$ cat config.mk
export PLATFORM = sky130hd
export DESIGN_NAME = acr_ctrl
export DESIGN_NICKNAME = d
export VERILOG_FILES = /design/src/acr_pkg.sv /design/src/acr_ctrl.sv
export SDC_FILE = /design/constraint.sdc
export NUM_CORES = 1
export LEC_CHECK = 0
export BUFFER_PORTS_ARGS = -buffer_cell sky130_fd_sc_hd__buf_2
export CORE_AREA = 2 2 39 41
export CTS_BUF_LIST = sky130_fd_sc_hd__clkbuf_8
export CTS_CLUSTER_SIZE = 14
export DETAILED_ROUTE_END_ITERATION = 8
export DIE_AREA = 0 0 41 43
export PLACE_DENSITY = 0.48
export SYNTH_ARGS = -nofsm -noshare
export SYNTH_HDL_FRONTEND = slang
export SYNTH_SLANG_ARGS = --single-unit
$ cat constraint.sdc
create_clock -name clk -period 1.2 [get_ports clk]
set_input_delay 0.06 -clock clk [delete_from_list [all_inputs] [get_ports clk]]
set_output_delay 0.06 -clock clk [all_outputs]
set_load 0.02 [all_outputs]
$ cat src/acr_pkg.sv
package acr_pkg;

  localparam int TABLE_DEPTH_DEF = 128;

  // input commands
  localparam logic [1:0] CMD_LOOKUP   = 2'd0;
  localparam logic [1:0] CMD_PACKET   = 2'd1;
  localparam logic [1:0] CMD_ANNOUNCE = 2'd2;
  localparam logic [1:0] CMD_CLEAR    = 2'd3;

  // result kinds
  localparam logic [2:0] K_HIT       = 3'd0;
  localparam logic [2:0] K_MISS      = 3'd1;
  localparam logic [2:0] K_REPLY     = 3'd2;
  localparam logic [2:0] K_STORED    = 3'd3;
  localparam logic [2:0] K_FULL      = 3'd4;
  localparam logic [2:0] K_IGNORED   = 3'd5;
  localparam logic [2:0] K_ANNOUNCED = 3'd6;
  localparam logic [2:0] K_CLEARED   = 3'd7;

  // frame operation codes
  localparam logic [1:0]  TX_NONE    = 2'd0;
  localparam logic [1:0]  TX_REQUEST = 2'd1;
  localparam logic [1:0]  TX_REPLY   = 2'd2;
  localparam logic [15:0] ARP_OP_REQUEST = 16'd1;

  localparam logic [47:0] BCAST_MAC = 48'hffff_ffff_ffff;

  // register select (paddr bit 3)
  localparam logic REG_OWN_MAC = 1'b0;
  localparam logic REG_OWN_IP  = 1'b1;

  typedef struct packed {
    logic [1:0]  command;
    logic [31:0] lookup_ip;
    logic [15:0] pkt_operation;
    logic [47:0] pkt_sender_mac;
    logic [31:0] pkt_sender_ip;
    logic [31:0] pkt_target_ip;
  } in_item_t;

  typedef struct packed {
    logic [2:0]  result_kind;
    logic [47:0] found_mac;
    logic [1:0]  tx_operation;
    logic [47:0] tx_dest_mac;
    logic [47:0] tx_target_mac;
    logic [31:0] tx_target_ip;
  } out_item_t;

  // controller to datapath
  typedef struct packed {
    logic       start;
    logic       scan;
    logic       load;
    logic [2:0] kind;
  } acr_cmd_t;

  // datapath to controller
  typedef struct packed {
    logic [1:0] command;
    logic       tgt_match;
    logic       op_req;
    logic       full;
    logic       hit;
    logic       scan_end;
  } acr_sts_t;

endpackage

$ cat src/acr_ctrl.sv
module acr_ctrl
  import acr_pkg::*;
(
  input  logic       clk,
  input  logic       rst_n,
  input  logic       in_valid,
  output logic       in_stall,
  input  logic [1:0] in_command,
  output logic       out_valid,
  input  logic       out_stall,
  input  acr_sts_t   sts,
  output acr_cmd_t   ctl
);

  typedef enum logic [2:0] {
    S_IDLE   = 3'b001,
    S_SCAN   = 3'b010,
    S_RESULT = 3'b100
  } state_t;

  state_t     state_r, state_nxt;
  logic       hit_r, hit_nxt;
  logic       out_valid_r, out_valid_nxt;
  logic       accept, out_free;
  logic [2:0] kind_c;

  assign in_stall = (state_r != S_IDLE);
  assign accept   = in_valid && !in_stall;
  assign out_free = !out_valid_r || !out_stall;

  always_comb begin
    case (sts.command)
      CMD_LOOKUP: begin
        kind_c = hit_r ? K_HIT : K_MISS;
      end
      CMD_PACKET: begin
        if (!sts.tgt_match) begin
          kind_c = K_IGNORED;
        end else if (sts.op_req) begin
          kind_c = K_REPLY;
        end else if (sts.full) begin
          kind_c = K_FULL;
        end else begin
          kind_c = K_STORED;
        end
      end
      CMD_ANNOUNCE: begin
        kind_c = K_ANNOUNCED;
      end
      default: begin
        kind_c = K_CLEARED;
      end
    endcase
  end

  always_comb begin
    state_nxt = state_r;
    hit_nxt   = hit_r;
    case (state_r)
      S_IDLE: begin
        if (accept) begin
          state_nxt = (in_command == CMD_LOOKUP) ? S_SCAN : S_RESULT;
        end
      end
      S_SCAN: begin
        if (sts.hit) begin
          hit_nxt   = 1'b1;
          state_nxt = S_RESULT;
        end else if (sts.scan_end) begin
          hit_nxt   = 1'b0;
          state_nxt = S_RESULT;
        end
      end
      S_RESULT: begin
        if (out_free) begin
          state_nxt = S_IDLE;
        end
      end
      default: begin
        state_nxt = S_IDLE;
      end
    endcase
  end

  assign ctl.start = accept;
  assign ctl.scan  = (state_r == S_SCAN);
  assign ctl.load  = (state_r == S_RESULT) && out_free;
  assign ctl.kind  = kind_c;

  always_comb begin
    out_valid_nxt = out_valid_r;
    if (ctl.load) begin
      out_valid_nxt = 1'b1;
    end else if (!out_stall) begin
      out_valid_nxt = 1'b0;
    end
  end

  always_ff @(posedge clk) begin
    if (!rst_n) begin
      state_r     <= S_IDLE;
      hit_r       <= 1'b0;
      out_valid_r <= 1'b0;
    end else begin
      state_r     <= state_nxt;
      hit_r       <= hit_nxt;
      out_valid_r <= out_valid_nxt;
    end
  end

  assign out_valid = out_valid_r;

endmodule

==> out/qor_table.md, run 1 <==
| Metric | This run |
| --- | --- |
| WHS | 0.06703 ns |
| Delay of the slowest cell on the worst path | 0.41 ns |
| Detailed-route via count | 339 |
| Maximum count of clock buffers along a single path | 2 |
| Number of iterations in the first detailed-routing pass | 2 |
| Final Hold Violating Endpoints | 0 |
| Vias per cell | 4.461 |
| Most common library cell in the layout ignoring fill and taps | buf_2 |
| Number of design rule violations left after detail routing | 0 |
| Outcome | finished, violations left |
| Clock transition at the registers of the reported paths | 0.03 ns |
| Count of warnings emitted by yosys | 0 |
| Setup repair after global routing missed its margin | yes |
| Synth cell types | 22 |
| # diodes | 0 |
| Die outline height | 43 um |
| Actual transition at the worst max-transition pin | 0.2357 ns |
| TritonCTS clock tree | yes |
| Number of antenna violations at the first check in global routing | 0 |
| Time the worst path needs with I/O delays and setup | 1.280 ns |
| Final setup slack of the worst path | -0.07983 ns |
| Detail-routed net length per standard cell | 9.789 um |
| X dimension of the die | 41 um |
| Crit path required time | 1.14 ns |
| Combined buffer and inverter count along the critical path | 1 |
| Maximum clock rate | 781.4 MHz |
| Iter 0 DRT Violations | 4 |
| Floorplan Core Area | 0.001384 mm^2 |
| Final worst path period share | 106.7% |
| Slowest stage cell, crit path | or3b_4 |
| Mean instance size in the synthesized netlist | 8.420 um^2 |
| Placed Instances | 71 |
| Grt total ovfl | 0 |
| Final-stage net count | 74 |
| # IOs | 21 |
| Global-route total usage across every layer | 11.06% |
| Number of max-slew violations in the final report | 0 |
| Antenna-violating nets left | 0 |
| Global placer's final weighted congestion | 0.6709 |
| Cell Count, Final, Fillers Out | 76 |
| Failing checks | setup timing |
| Number of inserted filler cells in the final layout | 149 |
| Leakage component of the power | 0.2409 nW |
| Crit path launch type | register |
| Wirelength, routed | 744 um |
| Max_slew headroom | 84.12% |
| Crit path cell chain | or3b_4 > a21oi_2 > buf_6 |
| Biggest fanout along the worst timing path | 5 |
| Path type of the worst setup path | reg -> out |
| Syn Std Cell Area | 311.5 um^2 |
| Number of cells produced by synthesis | 37 |
| First-pass GRT wire length | 1248 um |
| Cell family contributing the most delay on the critical path | simple AND/OR/NAND/NOR gates |
| Clk Latency, worst-skew pair | 0.22 ns |
| Total power per unit cell area | 1195 mW/mm^2 |
| Number of levels in the clock H-tree | 1 |
| Post-detail-place hpwl | 615.4 um |
| Number of nets produced by synthesis | 50 |
| WP data arrival | 1.22 ns |
| Sequential cell area fraction in the yosys report | 32.13% |
| Register bit count reported by yosys | 5 |
| Share of post-route cells with drive strength above 1 | 58.33% |
| CTS sink cnt | 5 |
| Area growth, synth to finish | 62.65% |
| Highest ir drop seen on vdd | 0.8838 mV |
| Finish-stage setup viols | 2 |
| Power, Total | 605.8 uW |
| Most used cells in the layout excluding fill and tap cells | buf_2, inv_1, dfxtp_2 |
| Area enclosed by the die boundary | 0.001763 mm^2 |
| Port Buffer Count | 20 |
| Largest net degree at the start of global routing | 7 |
| Number of max-cap violations | 0 |
| Root buffer cell | clkbuf_8 |
| Cts bufs inserted | 3 |
| Clock Skew | 0.0001502 ns |
| Number of rows created at floorplan | 14 |
| Starting density of the core | 22.51% |
| Via count of the first global-routing pass | 311 |
| Type of the worst min-delay path | in -> reg |
| Kind of end point of the critical path | primary output |
timing repair:
| item | 4_1_cts | 5_1_grt |
|---|---|---|
| hold endpoints to repair | 0 | 0 |
| resized for setup | 7 | 8 |
| buffers inserted | 0 | 1 |
| pin swaps | 1 | 6 |
| endpoints found under the setup margin | 7 | 8 |
| hold buffers | 0 | 0 |
| cloned | 0 | 0 |
power by group:
group / internal (mW) / switching (mW)
logic: 0.0574 / 0.0680
clock network: 0.219 / 0.0762
registers: 0.178 / 0.00772
total: 0.454 / 0.152
Yosys cell counts:
cell	instances	area, um^2
a21boi_1	1	7.510
a21boi_2	1	11.26
a21o_1	1	7.510
a21oi_1	2	10.01
a31o_1	1	8.760
buf_4	2	15.01
dfxtp_1	5	100.1
inv_1	3	11.26
inv_2	1	3.750
nand2_1	2	7.510
nand4bb_1	1	11.26
nor2_1	2	7.510
nor3_1	2	10.01
nor3b_1	1	7.510
o211ai_1	2	15.01
o21ai_0	3	15.01
o21bai_1	1	7.510
o221a_1	1	11.26
o22a_1	1	8.760
or3_1	1	6.260
or3b_1	2	17.52
or3b_4	1	11.26
stage by stage:
step / utilization [%] / setup slack, ns / setup TNS (ns) / area (um^2)
after floorplan: - / 0.001744 / 0 / 314.1
after global placement: 30.29 / 0.001612 / 0 / 419.2
after detailed placement: 30.29 / -0.01483 / -0.01690 / 419.2
after CTS: 34.63 / -0.08388 / -0.1453 / 479.2
after global routing: 36.62 / -0.1410 / -0.2746 / 506.7
final: 36.62 / -0.07983 / -0.1069 / 506.7
metal layers:
metal,part of all wire (%),GRT usage [%]
met1,47,14.52
met2,46,13.75
met3,6.9,9.424
met4,0,2.000
met5,0,0
final cells by class:
type,count,area (um^2),area share [%]
Clock buffer,3,41.29,8.148
Multi-Input combinational cell,26,196.4,38.77
Tap cell,16,20.02,3.951
Clock inverter,1,3.754,0.7407
Sequential cell,5,105.1,20.74
Inverter,4,17.52,3.457
Timing Repair Buffer,21,122.6,24.20
kinds of logic after synthesis:
family | share of synthesized area (%)
AOI/OAI and AO/OA | 32.93
buffers and inverters | 9.636
DFF | 32.13
and+or+nand+nor | 25.31
state kept, by name, summed over array words and instances, names as in the netlist:
name / flops
state_r: 3
hit_r: 1
out_valid: 1
path summary, 6_finish.rpt:
path,start,to,slack (ns),depth (start not counted)
worst max-delay path,state_r[2],ctl[3],-0.08,3
worst max register to register,state_r[2],state_r[2],0.03,3
worst min-delay path,in_valid,state_r[0],0.07,2
worst min register to register,out_valid,out_valid,0.56,2
(Power assumes the default switching activity.)
==> run 2: changes to the inputs <==
--- a/config.mk
+++ b/config.mk
@@ -11,7 +11,7 @@
 export CTS_CLUSTER_SIZE = 14
 export DETAILED_ROUTE_END_ITERATION = 8
 export DIE_AREA = 0 0 41 43
-export PLACE_DENSITY = 0.48
+export PLACE_DENSITY_LB_ADDON = 0.12
 export SYNTH_ARGS = -nofsm -noshare
 export SYNTH_HDL_FRONTEND = slang
 export SYNTH_SLANG_ARGS = --single-unit
==> out/qor_table.md, run 2 (synthesis results as in run 1) <==
| Metric | This run | Change |
| --- | --- | --- |
| Starting density of the core | 22.51% | unchanged |
| Max_slew headroom | 84.82% | +0.70 points |
| Path type of the worst setup path | reg -> out |  |
| First-pass GRT wire length | 1173 um | -6.0% |
| Crit path required time | 1.14 ns | about the same |
| Die outline height | 43 um | unchanged |
| Switching power share of the total | 26.03% | +0.94 points |
| Setup repair after global routing missed its margin | yes |  |
| Highest ir drop seen on vdd | 0.4965 mV | -44% |
| Switching pwr | 160.5 uW | +5.6% |
| WP data arrival | 1.20 ns | -0.02 ns |
| Number of design rule violations left after detail routing | 0 | unchanged |
| Port Buffer Count | 20 | unchanged |
| Proportion of power drawn by flip-flops and latches | 30.0% | -0.6 points |
| Flip-flop count of the largest register after layout | 3 | unchanged |
| Number of max-slew violations in the final report | 0 | unchanged |
| Final Hold Violating Endpoints | 0 | unchanged |
| Maximum clock rate | 793.9 MHz | +1.6% |
| Most common library cell in the layout ignoring fill and taps | buf_2 |  |
| Total power per unit cell area | 1184 mW/mm^2 | -0.93% |
| Final-stage net count | 76 | +2.7% |
| Iter 0 DRT Violations | 4 | unchanged |
| Leakage component of the power | 0.2497 nW | +3.6% |
| Power, Total | 616.4 uW | +1.8% |
| Share of post-route cells with drive strength above 1 | 58.06% | -0.27 points |
| Grt total ovfl | 0 | unchanged |
| Combinational Power Share | 20.7% | about the same |
| Cts bufs inserted | 3 | unchanged |
| Global-route total usage across every layer | 10.25% | -0.80 points |
| # diodes | 0 | unchanged |
| Finish-stage setup viols | 5 | +3 |
| # IOs | 21 | unchanged |
| Global placer's final weighted congestion | 0.7199 | +7.3% |
| X dimension of the die | 41 um | unchanged |
| Largest net degree at the start of global routing | 7 | unchanged |
| Post-detail-place hpwl | 597.2 um | -3.0% |
| Actual transition at the worst max-transition pin | 0.2253 ns | -0.01040 ns |
| TritonCTS clock tree | yes |  |
| Via count of the first global-routing pass | 318 | +2.3% |
| Clk Latency, worst-skew pair | 0.22 ns | about the same |
| Floorplan Core Area | 0.001384 mm^2 | unchanged |
| Clock network fraction of design power | 49.3% | +0.6 points |
| Most flop-heavy register | state_r |  |
| Clock Skew | 0.001788 ns | +0.001637 ns |
| Slowest stage cell, crit path | or3b_4 |  |
| Area enclosed by the die boundary | 0.001763 mm^2 | unchanged |
| Vias per cell | 4.615 | +3.5% |
| Placed Instances | 71 | unchanged |
| Internal Power | 456.0 uW | +0.48% |
| Biggest fanout along the worst timing path | 4 | -1 |
| Time the worst path needs with I/O delays and setup | 1.260 ns | -0.02018 ns |
| Maximum count of clock buffers along a single path | 2 | unchanged |
| Most used cells in the layout excluding fill and tap cells | buf_2, inv_1, buf_4 |  |
| Area growth, synth to finish | 67.07% |  |
| Root buffer cell | clkbuf_8 |  |
| Kind of end point of the critical path | primary output |  |
| Final setup slack of the worst path | -0.05965 ns | +0.02018 ns |
| Crit path cell chain | or3b_4 > a21oi_2 > buf_4 |  |
| Number of max-cap violations | 0 | unchanged |
| Failing checks | setup timing |  |
| Detail-routed net length per standard cell | 9.987 um | +2.0% |
| Number of antenna violations at the first check in global routing | 0 | unchanged |
| Wirelength, routed | 779 um | +4.7% |
| Clock transition at the registers of the reported paths | 0.04 ns | about the same |
| Antenna-violating nets left | 0 | unchanged |
| Delay of the slowest cell on the worst path | 0.41 ns | about the same |
| Detailed-route via count | 360 | +6.2% |
| Number of iterations in the first detailed-routing pass | 4 | +2 |
| Cell Count, Final, Fillers Out | 78 | +2.6% |
| Outcome | finished, violations left |  |
| Final worst path period share | 105.0% | -1.7 points |
| Number of levels in the clock H-tree | 1 | unchanged |
| Number of rows created at floorplan | 14 | unchanged |
| CTS sink cnt | 5 | unchanged |
| Crit path launch type | register |  |
| Type of the worst min-delay path | in -> reg |  |
==> run 2: per-stage QoR <==
step                setup WS [ns]  utilization, %  hold WS, ns  setup TNS [ns]  cell area [um^2]
global placement         -0.05147           30.29       0.3015        -0.05147             419.2
detailed placement        0.01419           30.29       0.3019               0             419.2
CTS                      -0.06428           36.80      0.05967         -0.1658             509.2
floorplan                0.001744               -       0.1489               0             314.1
finish                   -0.05965           37.61      0.06865         -0.1556             520.5
global route              -0.1384           37.61      0.08637         -0.4239             520.5
==> run 2: cell type report <==
class                      instances  area (um^2)
multi-input combinational         26        196.4
sequential                         5        103.9
fill                             145        863.3
clock inverter                     1        3.754
clock buffer                       3        41.29
timing repair buffer              23        137.6
tap                               16        20.02
inverter                           4        17.52
==> run 2: final timing paths <==
path | from | end | slack (ns) | cells after the start
worst max-delay path | state_r[1] | ctl[3] | -0.06 | 3
worst min-delay path | in_valid | state_r[0] | 0.07 | 2
worst max register to register | state_r[1] | state_r[0] | -0.04 | 4
worst min register to register | out_valid | out_valid | 0.56 | 2
==> run 2: timing repair <==
item                                    4_1_cts  5_1_grt
hold buffers                                  0        0
buffers inserted                              3        0
gates resized for setup                      10        4
endpoints found under the setup margin        5        8
pin swaps                                     3        2
==> run 2: routing by layer <==
layer  share of wire, %  GRT usage, %  up-vias
li1                   -             -      189
met4                  0         8.000        0
met3                5.8         4.712        0
met1                 48         12.90      162
met5                  0             0        -
met2                 46         12.81        9
==> run 2: critical path, delay by kind of cell (launching register included) <==
| family | cells | cell delay, ns |
|---|---|---|
| AOI/OAI and AO/OA | 1 | 0.11 |
| and+or+nand+nor | 1 | 0.41 |
| buffers and inverters | 1 | 0.14 |
| DFF | 1 | 0.32 |
==> run 2: power by group through the flow <==
stage	clock (mW)	sequential (mW)	combinational, mW
global placement	0	0.185	0.121
CTS	0.315	0.185	0.128
floorplan	0	0.185	0.0762
detailed placement	0	0.185	0.120
finish	0.304	0.185	0.128
global route	0.324	0.186	0.140
==> run 3: changes to the inputs <==
==> constraint.sdc (replaced) <==
create_clock -name clk -period 1 [get_ports clk]
set_input_delay 0.05 -clock clk [delete_from_list [all_inputs] [get_ports clk]]
set_output_delay 0.05 -clock clk [all_outputs]
set_load 0.02 [all_outputs]
==> out/qor_table.md, run 3 (synthesis results as in run 1) <==
| Metric | This run | Change |
| --- | --- | --- |
| Largest net degree at the start of global routing | 7 | unchanged |
| Kind of end point of the critical path | primary output |  |
| Crit path cell chain | or3b_4 > a21oi_2 > buf_4 |  |
| Total power per unit cell area | 1327 mW/mm^2 | +12% |
| Detail-routed net length per standard cell | 9.795 um | -1.9% |
| First-pass GRT wire length | 1311 um | +12% |
| Most used cells in the layout excluding fill and tap cells | buf_2, buf_4, inv_1, dfxtp_2 |  |
| Root buffer cell | clkbuf_8 |  |
| Setup repair after global routing missed its margin | yes |  |
| Worst reg-to-reg path cell count | 5 | +1 |
| Crit path required time | 0.95 ns | -0.19 ns |
| Clk Latency, worst-skew pair | 0.22 ns | about the same |
| Number of max-cap violations | 0 | unchanged |
| Die outline height | 43 um | unchanged |
| Number of max-slew violations in the final report | 0 | unchanged |
| Number of antenna violations at the first check in global routing | 0 | unchanged |
| Type of the worst min-delay path | in -> reg |  |
| Number of design rule violations left after detail routing | 0 | unchanged |
| Maximum clock rate | 795.2 MHz |  |
| # IOs | 21 | unchanged |
| Delay of the slowest cell on the worst path | 0.42 ns | about the same |
| Biggest fanout along the worst timing path | 4 | unchanged |
| WHS | 0.06028 ns | -0.008370 ns |
| Most flop-heavy register | state_r |  |
| Finish-stage setup viols | 10 | +5 |
| Cell family contributing the most delay on the critical path | simple AND/OR/NAND/NOR gates |  |
| Path type of the worst setup path | reg -> out |  |
| Vias per cell | 4.602 | -0.28% |
| Flip-flop count of the largest register after layout | 3 | unchanged |
| Cts bufs inserted | 3 | unchanged |
| Grt total ovfl | 0 | unchanged |
| Area growth, synth to finish | 84.74% |  |
| Share of post-route cells with drive strength above 1 | 67.16% | +9.1 points |
| X dimension of the die | 41 um | unchanged |
| # diodes | 0 | unchanged |
| CTS sink cnt | 5 | unchanged |
| Number of iterations in the first detailed-routing pass | 4 | unchanged |
| Clock Skew | 0.003243 ns | +0.001455 ns |
| Max_slew headroom | 84.59% | -0.23 points |
| Iter 0 DRT Violations | 3 | -1 |
| Time the worst path needs with I/O delays and setup | 1.258 ns |  |
| Leakage component of the power | 0.2765 nW | +11% |
| Area enclosed by the die boundary | 0.001763 mm^2 | unchanged |
| TritonCTS clock tree | yes |  |
| Port Buffer Count | 20 | unchanged |
| Slowest stage cell, crit path | or3b_4 |  |
| Via count of the first global-routing pass | 330 | +3.8% |
| GR met3 Demand/Resource | 3.141% | -1.6 points |
| Clock transition at the registers of the reported paths | 0.04 ns | about the same |
| Maximum count of clock buffers along a single path | 2 | unchanged |
| Number of rows created at floorplan | 14 | unchanged |
| Global placer's final weighted congestion | 0.6117 | -15% |
| Failing checks | setup timing |  |
| Crit path launch type | register |  |
| Most common library cell in the layout ignoring fill and taps | buf_2 |  |
| Quantity of hold-fixing buffers added after cts | 0 | unchanged |
| Starting density of the core | 22.51% | unchanged |
| Number of cells on the worst hold path | 2 | unchanged |
| Final Hold Violating Endpoints | 0 | unchanged |
| Met2 global-route usage | 14.37% | +1.6 points |
| Final setup slack of the worst path | -0.2575 ns | -0.1979 ns |
| Number of inserted filler cells in the final layout | 151 | +4.1% |
| Instance count on the critical path | 3 | unchanged |
| Detailed-route via count | 382 | +6.1% |
| Highest ir drop seen on vdd | 0.7149 mV | +44% |
| Global-route total usage across every layer | 11.08% | +0.83 points |
| Outcome | finished, violations left |  |
| Number of levels in the clock H-tree | 1 | unchanged |
| Post-detail-place hpwl | 612.2 um | +2.5% |
| Most congested layer reported by global routing | met1 |  |
| Actual transition at the worst max-transition pin | 0.2288 ns | +0.003474 ns |
| Antenna-violating nets left | 0 | unchanged |
| Combined buffer and inverter count along the critical path | 1 | unchanged |
| Floorplan Core Area | 0.001384 mm^2 | unchanged |
| WP data arrival | 1.21 ns | about the same |
| Wirelength, routed | 813 um | +4.4% |
| Final worst path period share | 125.8% |  |
| Final core occ | 41.59% | +4.0 points |
| Grt met1 use | 15.91% | +3.0 points |
| Final-stage net count | 81 | +6.6% |
[run 3: area by class of cell]
| type | instances | area (um^2) | share of cell area (%) |
|---|---|---|---|
| Clock buffer | 3 | 41.29 | 7.174 |
| Clock inverter | 1 | 3.754 | 0.6522 |
| Inverter | 4 | 17.52 | 3.043 |
| Multi-Input combinational cell | 26 | 206.4 | 35.87 |
| Sequential cell | 5 | 105.1 | 18.26 |
| Tap cell | 16 | 20.02 | 3.478 |
| Timing Repair Buffer | 28 | 181.4 | 31.52 |
[run 3: worst reg2reg max path: stages (launching register included)]
cell     delay (ns)
dfxtp_2        0.32
or3b_4         0.40
inv_4          0.07
buf_4          0.11
a21oi_2        0.04
a31o_1         0.18
[run 3: metal layers]
layer  up-vias  part of all wire [%]  wire, um
met1       169                    47       379
met5         -                     0         0
met4         0                   1.6        13
met2        14                    44       358
li1        196                     -         -
met3         3                   7.6        62
[run 3: power by group]
group          switching, mW  internal (mW)  leakage [nW]
Combinational         0.0883         0.0914         0.208
Clock                  0.100          0.263        0.0269
Sequential           0.00763          0.213        0.0419
[run 3: worst paths after layout]
path / start / end / slack (ns)
max: state_r[1] / ctl[3] / -0.26
min: in_valid / state_r[0] / 0.06
max reg2reg: state_r[1] / hit_r / -0.25
min reg2reg: out_valid / out_valid / 0.58
[run 3: stage by stage]
step           setup TNS (ns)  instances  instance area, um^2  worst slack (ns)  power, mW
3_5_place_dp          -0.7724         74                457.9           -0.1721     0.3831
6_report               -1.957         83                575.6           -0.2575     0.7638
3_3_place_gp          -0.8098         74                457.9           -0.1861     0.3849
2_1_floorplan         -0.4637         37                330.3           -0.1491     0.3221
4_1_cts                -1.983         82                564.3           -0.2588     0.7658
5_1_grt                -2.343         83                575.6           -0.2908     0.7920
[run 3: timing repair]
action | 4_1_cts | 5_1_grt
buffers inserted | 4 | 1
endpoints found under the setup margin | 9 | 10
pin swaps | 5 | 6
gates resized for setup | 12 | 1
gates cloned | 0 | 0
